`src/rtl/lis_pkg.sv`:
```
package lis_pkg;

    localparam int VALUE_W  = 32;
    localparam int LENGTH_W = 7;
    localparam int DEPTH_DEF = 64;

    typedef enum logic [1:0] {
        ST_IDLE,
        ST_SEARCH,
        ST_FINISH
    } t_core_state;

    typedef enum logic [1:0] {
        SR_IDLE,
        SR_READ,
        SR_CMP
    } t_srch_state;

endpackage

```
`src/rtl/lis_if.sv`:
```
interface lis_in_if;
    logic                                 valid;
    logic                                 ready;
    logic signed [lis_pkg::VALUE_W-1:0]   value;
    logic                                 first;

    modport source (output valid, output value, output first, input ready);
    modport sink   (input valid, input value, input first, output ready);
endinterface

interface lis_out_if;
    logic                                 valid;
    logic                                 ready;
    logic        [lis_pkg::LENGTH_W-1:0]  length;
    logic                                 overflow;

    modport source (output valid, output length, output overflow, input ready);
    modport sink   (input valid, input length, input overflow, output ready);
endinterface

```
`src/rtl/longest_increasing_subsequence_core.sv`:
```
// Streaming longest strictly increasing subsequence (patience sorting). Each input
// transaction carries a signed 32-bit value; first=1 empties the tail table before the
// value is taken. One output transaction follows each input with the current length and a
// sticky overflow flag, set when an append to a full table of DEPTH tails is refused.
// Each item is searched with at most ceil(log2(count+1)) binary-search probes; each probe
// is a read of the tail RAM (registered read) followed by one signed compare. The next
// input is taken while a result still waits on the output. The tail RAM is not cleared
// after reset; only entries below the current length are ever read.
module longest_increasing_subsequence_core #(
    parameter int DEPTH = lis_pkg::DEPTH_DEF
) (
    input  logic      i_clk,
    input  logic      i_rst_n,
    lis_in_if.sink    i_in,
    lis_out_if.source o_out
);

    localparam int CW = $clog2(DEPTH + 1);
    localparam int AW = $clog2(DEPTH);
    localparam logic [CW-1:0] DepthC = CW'(DEPTH);

    lis_pkg::t_core_state r_state, n_state;
    logic [CW-1:0]                       r_count, n_count;
    logic                                r_ovf, n_ovf;
    logic signed [lis_pkg::VALUE_W-1:0]  r_value, n_value;
    logic                                r_out_valid, n_out_valid;
    logic [lis_pkg::LENGTH_W-1:0]        r_out_len, n_out_len;
    logic                                r_out_ovf, n_out_ovf;

    logic                                w_accept;
    logic                                w_we;
    logic [AW-1:0]                       w_waddr;
    logic [AW-1:0]                       w_raddr;
    logic signed [lis_pkg::VALUE_W-1:0]  w_rdata;
    logic                                w_done;
    logic [CW-1:0]                       w_idx;

    assign i_in.ready     = (r_state == lis_pkg::ST_IDLE);
    assign w_accept       = i_in.valid && i_in.ready;
    assign o_out.valid    = r_out_valid;
    assign o_out.length   = r_out_len;
    assign o_out.overflow = r_out_ovf;

    lis_search #(
        .DEPTH (DEPTH)
    ) u_search (
        .i_clk   (i_clk),
        .i_rst_n (i_rst_n),
        .i_start (w_accept),
        .i_key   (i_in.value),
        .i_hi    (n_count),
        .i_rdata (w_rdata),
        .o_raddr (w_raddr),
        .o_done  (w_done),
        .o_idx   (w_idx)
    );

    lis_ram #(
        .WIDTH (lis_pkg::VALUE_W),
        .DEPTH (DEPTH)
    ) u_tails (
        .i_clk   (i_clk),
        .i_we    (w_we),
        .i_waddr (w_waddr),
        .i_wdata (r_value),
        .i_raddr (w_raddr),
        .o_rdata (w_rdata)
    );

    always_ff @(posedge i_clk) begin
        if (!i_rst_n) begin
            r_state     <= lis_pkg::ST_IDLE;
            r_count     <= '0;
            r_ovf       <= 1'b0;
            r_out_valid <= 1'b0;
        end else begin
            r_state     <= n_state;
            r_count     <= n_count;
            r_ovf       <= n_ovf;
            r_out_valid <= n_out_valid;
        end
        r_value   <= n_value;
        r_out_len <= n_out_len;
        r_out_ovf <= n_out_ovf;
    end

    always_comb begin
        n_state     = r_state;
        n_count     = r_count;
        n_ovf       = r_ovf;
        n_value     = r_value;
        n_out_valid = r_out_valid;
        n_out_len   = r_out_len;
        n_out_ovf   = r_out_ovf;
        w_we        = 1'b0;
        w_waddr     = w_idx[AW-1:0];

        // drop the result once the sink takes it
        if (r_out_valid && o_out.ready) begin
            n_out_valid = 1'b0;
        end

        case (r_state)
            lis_pkg::ST_IDLE: begin
                if (w_accept) begin
                    n_value = i_in.value;
                    if (i_in.first) begin
                        n_count = '0;
                        n_ovf   = 1'b0;
                    end
                    n_state = lis_pkg::ST_SEARCH;
                end
            end
            lis_pkg::ST_SEARCH: begin
                if (w_done) begin
                    // search ran off the end: every tail is below the value, so append
                    if (w_idx == r_count) begin
                        if (r_count == DepthC) begin
                            n_ovf = 1'b1;
                        end else begin
                            w_we    = 1'b1;
                            w_waddr = r_count[AW-1:0];
                            n_count = r_count + CW'(1);
                        end
                    end else begin
                        w_we = 1'b1;
                    end
                    n_state = lis_pkg::ST_FINISH;
                end
            end
            lis_pkg::ST_FINISH: begin
                if (!r_out_valid || o_out.ready) begin
                    n_out_valid = 1'b1;
                    n_out_len   = lis_pkg::LENGTH_W'(r_count);
                    n_out_ovf   = r_ovf;
                    n_state     = lis_pkg::ST_IDLE;
                end
            end
            default: begin
                n_state = lis_pkg::ST_IDLE;
            end
        endcase
    end

endmodule

```
`src/rtl/lis_ram.sv`:
```
module lis_ram #(
    parameter int WIDTH = 32,
    parameter int DEPTH = 64
) (
    input  logic                     i_clk,
    input  logic                     i_we,
    input  logic [$clog2(DEPTH)-1:0] i_waddr,
    input  logic [WIDTH-1:0]         i_wdata,
    input  logic [$clog2(DEPTH)-1:0] i_raddr,
    output logic [WIDTH-1:0]         o_rdata
);

    logic [WIDTH-1:0] r_mem [DEPTH];
    logic [WIDTH-1:0] r_rdata;

    always_ff @(posedge i_clk) begin
        if (i_we) begin
            r_mem[i_waddr] <= i_wdata;
        end
        r_rdata <= r_mem[i_raddr];
    end

    assign o_rdata = r_rdata;

endmodule

```
`src/rtl/lis_search.sv`:
```
module lis_search #(
    parameter int DEPTH = lis_pkg::DEPTH_DEF
) (
    input  logic                                i_clk,
    input  logic                                i_rst_n,
    input  logic                                i_start,
    input  logic signed [lis_pkg::VALUE_W-1:0]  i_key,
    input  logic [$clog2(DEPTH+1)-1:0]          i_hi,
    input  logic signed [lis_pkg::VALUE_W-1:0]  i_rdata,
    output logic [$clog2(DEPTH)-1:0]            o_raddr,
    output logic                                o_done,
    output logic [$clog2(DEPTH+1)-1:0]          o_idx
);

    localparam int CW = $clog2(DEPTH + 1);
    localparam int AW = $clog2(DEPTH);

    lis_pkg::t_srch_state r_state, n_state;
    logic [CW-1:0]                       r_lo, n_lo;
    logic [CW-1:0]                       r_hi, n_hi;
    logic [CW-1:0]                       r_mid, n_mid;
    logic signed [lis_pkg::VALUE_W-1:0]  r_key, n_key;
    logic [CW-1:0]                       w_mid;

    assign w_mid   = r_lo + ((r_hi - r_lo) >> 1);
    assign o_raddr = w_mid[AW-1:0];
    assign o_idx   = r_lo;

    always_ff @(posedge i_clk) begin
        if (!i_rst_n) begin
            r_state <= lis_pkg::SR_IDLE;
        end else begin
            r_state <= n_state;
        end
        r_lo  <= n_lo;
        r_hi  <= n_hi;
        r_mid <= n_mid;
        r_key <= n_key;
    end

    always_comb begin
        n_state = r_state;
        n_lo    = r_lo;
        n_hi    = r_hi;
        n_mid   = r_mid;
        n_key   = r_key;
        o_done  = 1'b0;
        case (r_state)
            lis_pkg::SR_IDLE: begin
                if (i_start) begin
                    n_lo    = '0;
                    n_hi    = i_hi;
                    n_key   = i_key;
                    n_state = lis_pkg::SR_READ;
                end
            end
            lis_pkg::SR_READ: begin
                // probe the middle tail, or finish once the window is empty
                if (r_lo < r_hi) begin
                    n_mid   = w_mid;
                    n_state = lis_pkg::SR_CMP;
                end else begin
                    o_done  = 1'b1;
                    n_state = lis_pkg::SR_IDLE;
                end
            end
            lis_pkg::SR_CMP: begin
                if (i_rdata < r_key) begin
                    n_lo = r_mid + CW'(1);
                end else begin
                    n_hi = r_mid;
                end
                n_state = lis_pkg::SR_READ;
            end
            default: begin
                n_state = lis_pkg::SR_IDLE;
            end
        endcase
    end

endmodule
```
`src/flat_wrapper.sv`:
```
// flat-port wrapper written by rule: the top's interface ports become plain ports
module longest_increasing_subsequence_core_flat 
#(
    parameter int DEPTH = lis_pkg::DEPTH_DEF
)
  (i_clk, i_rst_n, i_in_valid, i_in_value, i_in_first, i_in_ready, o_out_valid, o_out_length, o_out_overflow, o_out_ready);
  lis_in_if i_in_i ();
  lis_out_if o_out_i ();
  input  logic i_clk;
  input  logic i_rst_n;
  input wire logic [$bits(i_in_i.valid)-1:0] i_in_valid;
  input wire logic [$bits(i_in_i.value)-1:0] i_in_value;
  input wire logic [$bits(i_in_i.first)-1:0] i_in_first;
  output wire logic [$bits(i_in_i.ready)-1:0] i_in_ready;
  output wire logic [$bits(o_out_i.valid)-1:0] o_out_valid;
  output wire logic [$bits(o_out_i.length)-1:0] o_out_length;
  output wire logic [$bits(o_out_i.overflow)-1:0] o_out_overflow;
  input wire logic [$bits(o_out_i.ready)-1:0] o_out_ready;
  assign i_in_i.valid = i_in_valid;
  assign i_in_i.value = i_in_value;
  assign i_in_i.first = i_in_first;
  assign i_in_ready = i_in_i.ready;
  assign o_out_valid = o_out_i.valid;
  assign o_out_length = o_out_i.length;
  assign o_out_overflow = o_out_i.overflow;
  assign o_out_i.ready = o_out_ready;
  longest_increasing_subsequence_core #(.DEPTH(DEPTH)) u_core (.i_clk(i_clk), .i_rst_n(i_rst_n), .i_in(i_in_i), .o_out(o_out_i));
endmodule
```
`config.mk`:
```
export PLATFORM = sky130hd
export DESIGN_NAME = longest_increasing_subsequence_core_flat
export DESIGN_NICKNAME = d
export VERILOG_FILES = /design/src/rtl/lis_pkg.sv /design/src/rtl/lis_if.sv /design/src/rtl/longest_increasing_subsequence_core.sv /design/src/rtl/lis_ram.sv /design/src/rtl/lis_search.sv /design/src/flat_wrapper.sv
export SDC_FILE = /design/constraint.sdc
export NUM_CORES = 2
export LEC_CHECK = 0
export BUFFER_PORTS_ARGS = -buffer_cell sky130_fd_sc_hd__buf_2
export CAP_MARGIN = 20
export CORE_MARGIN = 10
export CORE_UTILIZATION = 55
export CTS_CLUSTER_DIAMETER = 50
export DETAILED_ROUTE_END_ITERATION = 12
export PLACE_DENSITY = 0.74
export SYNTH_ARGS = -nofsm -noshare
export SYNTH_HDL_FRONTEND = slang
export SYNTH_SLANG_ARGS = --single-unit
```
`constraint.sdc`:
```
create_clock -name i_clk -period 5.45 [get_ports i_clk]
set_clock_uncertainty 0.15 [all_clocks]
set_input_delay 0 -clock i_clk [delete_from_list [all_inputs] [get_ports i_clk]]
set_output_delay 0 -clock i_clk [all_outputs]
set_load 0.02 [all_outputs]
```
==> flow_summary.yaml <==
run_status:
  status: "completed"
min_path:
  holdPathEnd: "u_core.r_state[0]"
  worstHoldStart: "i_in_valid"
  hold_class: "input port to flop"
  hold_depth: 5
yosys:
  ys.flop_type: "edfxtp_1"
  synth.area.mux_share: 0.164
  synth.area.top_cells: "edfxtp_1, mux4_2, mux2i_1"
  syn_nets: 3933
  ys_top_cells_by_count: "edfxtp_1, mux4_2, mux2i_1"
  ys_async_sr_fraction: 0
  yosys.area_share.simple: 0.0216
  synth_top_family_by_area: "multiplexers"
  synth_area_leader_cell: "edfxtp_1"
  netlist-cell-type-count: 66
  yosys.area_share.xor_xnor: 0.00288
  synthCells: 3846
  ys_warn_count: 0
  syn-cell-area_sq_um: 84400
  synth_seq_cells: 2186
  ys_seq_area_frac: 0.773
  synth_top_area_frac: 0.762
  synth-edff-count: 2141
  synth_compound_area_frac: 0.0169
  synth.most_common_cell: "edfxtp_1"
  synthAdderAreaFrac: 0.00759
  synth.avg_cell_area_sq_um: 21.9
timing:
  fmax_mhz: 201
  final-max-slew-violation-count: 0
  setup_viol: 0
  rsz0062_at_grt: "no"
  setup_tns_ps: 0
  maxSlewHeadroom: 0.228
  hold_violations: 0
  tightest_slew_ps: 1160
  fin_crit_ps: 4970
  period_share: 0.911
  holdWs_ps: 150
clock_network:
  post_cts_resize_count: 0
  cts_made_buffers: 206
  clock-sinks: 2186
  path_clk_slew_ps: 60
  cts_max_path_buffers: 3
  cts_tree: "done"
  clkLatencyLatePin_ps: 850
  cts-root-buf: "clkbuf_16"
  htreeDepth: 4
floorplanning:
  die_y_um: 412
  core_sq_um: 152000
  start_util: 0.554
  die-width_um: 412
  die_area_sq_um: 170000
  row_count: 143
  io_pins: 47
global_route:
  grt_max_degree: 67
  grt-ovfl-total: 0
  first_global_vias: 42300
  antenna_found_initial: 12
  grt_pass1_wl_um: 310000
  grtUsageTotal: 0.257
layout:
  num-fill-cells: 9647
  drive_gt1_frac: 0.279
  instances_no_fill: 6442
  fin_nets: 4313
  areaGrowthSynthToFinish_pct: 15.3
routing:
  route.detailed.drc: 0
  firstDrtPassIters: 5
  ant_nets: 0
  drt_iter0_drc: 5748
  viasPerCell: 6.56
  vias: 42300
  finalWirelength_um: 217000
  wl_per_cell_um: 33.7
placement:
  port_buffers: 46
  hpwl_um: 125000
  gp_congestion: 0.885
  dpl.cell_count: 5972
setup_path:
  arrival_ps: 5600
  ff2ff_setup_slack_ps: 480
  r2r_cells: 12
  endpoint_kind: "flop"
  crit_type: "flop to flop"
  crit_fanout: 40
  required_ps: 6080
  start_kind: "flop"
  rr_startpoint: "u_core.u_search.o_idx[1]"
  r2r-end: "u_core.u_tails.o_rdata[23]"
pwr:
  leakagePower_nw: 31.5
  powerDensity_nw_per_um2: 498
  vdd_drop_max_v: 0.000644
job:
  drv_cap: 0
-- worst max-delay path by stage --
stage / start / end / cells after the start
after detailed placement: u_core.u_search.o_idx[1] / u_core.u_tails.o_rdata[23] / 12
final: u_core.u_search.o_idx[1] / u_core.u_tails.o_rdata[23] / 12
after global placement: u_core.u_search.o_idx[1] / u_core.u_tails.o_rdata[20] / 12
after CTS: u_core.u_search.o_idx[1] / u_core.u_tails.o_rdata[23] / 12
after floorplan: u_core.u_search.o_idx[1] / u_core.u_tails.o_rdata[0] / 13
after global routing: u_core.u_search.o_idx[1] / u_core.u_tails.o_rdata[23] / 12
-- placed cells by master (no fill, tap or decap), types with 7 or more instances in the layout --
cell / synthesis / routed
a21oi_1: 59 / 59
a311oi_1: 32 / 27
and2_1: 10 / 10
and3_1: 36 / 36
buf_12: 0 / 83
buf_16: 0 / 7
buf_2: 45 / 46
buf_4: 22 / 159
bufinv_16: 0 / 16
clkbuf_1: 81 / 65
clkbuf_16: 0 / 211
clkbuf_8: 0 / 19
clkinv_1: 0 / 22
clkinv_2: 0 / 30
clkinvlp_4: 0 / 8
dfxtp_1: 45 / 45
diode_2: 0 / 7
dlygate4sd3_1: 0 / 71
edfxtp_1: 2141 / 2141
ha_1: 48 / 47
inv_1: 55 / 54
inv_6: 0 / 8
mux2_2: 35 / 35
mux2i_1: 192 / 192
mux4_2: 512 / 512
nand2_1: 154 / 154
nand3_1: 17 / 13
nand4_1: 10 / 10
nor2_1: 86 / 22
nor2_4: 0 / 64
o21ai_0: 11 / 11
o22ai_1: 68 / 68
or3_1: 7 / 7
or4_1: 32 / 32
xnor2_1: 18 / 18
-- critical path, stage by stage (launching register included) --
cell,delay (ps)
edfxtp_1,480
inv_1,220
fa_1,620
ha_4,140
inv_1,60
fa_4,530
xor2_4,200
inv_6,440
buf_4,560
nand2_1,90
and3_1,250
a311oi_1,870
or4_1,260
-- logic make-up after synthesis --
group                      count (synthesis)
DFF                                     2186
muxes                                    739
and+or+nand+nor                          381
buffers and inverters                    251
AOI/OAI and AO/OA                        213
adders and majority gates                 50
xor gates and xnor gates                  26
-- power breakdown --
group / internal (mW) / total [mW] / switching [mW] / leakage, nW
clock network: 8.17 / 14.3 / 6.10 / 3.29
registers: 18.8 / 19.0 / 0.189 / 19.7
logic: 6.41 / 15.3 / 8.86 / 8.54
-- metrics by stage --
| stage | instance area, sq um | utilization | setup slack [ps] | total power [mW] |
|---|---|---|---|---|
| floorplan | 84400 | - | 1360 | 28.4 |
| global placement | 89600 | 0.589 | 184 | 34.1 |
| detailed placement | 89700 | 0.589 | 484 | 34.3 |
| CTS | 97200 | 0.638 | 438 | 48.6 |
| global route | 97300 | 0.639 | 340 | 49.9 |
| finish | 97300 | 0.639 | 483 | 48.5 |
-- layer usage --
| layer | GRT usage | wire length [um] | vias to the layer above |
|---|---|---|---|
| met4 | 0.106 | 9200 | 10 |
| li1 | - | - | 16900 |
| met3 | 0.0628 | 25600 | 394 |
| met1 | 0.357 | 80100 | 22300 |
| met5 | 0 | 70 | - |
| met2 | 0.392 | 102000 | 2713 |
-- area by class of cell --
cell class | count | area (sq um) | share of cell area
flip-flops and latches | 2186 | 65200 | 0.670
multi-input cells | 1409 | 18600 | 0.191
clock buffers | 295 | 5790 | 0.0594
repair buffers | 366 | 3990 | 0.0410
well taps | 2030 | 2540 | 0.0261
clock inverters | 92 | 985 | 0.0101
inverters | 57 | 219 | 0.00225
diodes | 7 | 17.5 | 0.000180
-- sequential cells by signal, indices dropped and copies added, names as in the netlist, 7 cells and up --
name                    flops
u_core.u_tails.r_mem     2048
u_core.r_value             32
u_core.u_search.r_key      32
u_core.u_tails.o_rdata     32
u_core.o_out.length         7
u_core.r_count              7
u_core.u_search.o_idx       7
u_core.u_search.r_hi        7
u_core.u_search.r_mid       7
-- repair_timing --
action | in CTS | in global routing
setup buffers | 0 | 0
endpoints found under the hold margin | 130 | 0
setup endpoints to repair | 0 | 0
hold buffers | 71 | 0
(Power assumes the default switching activity.)
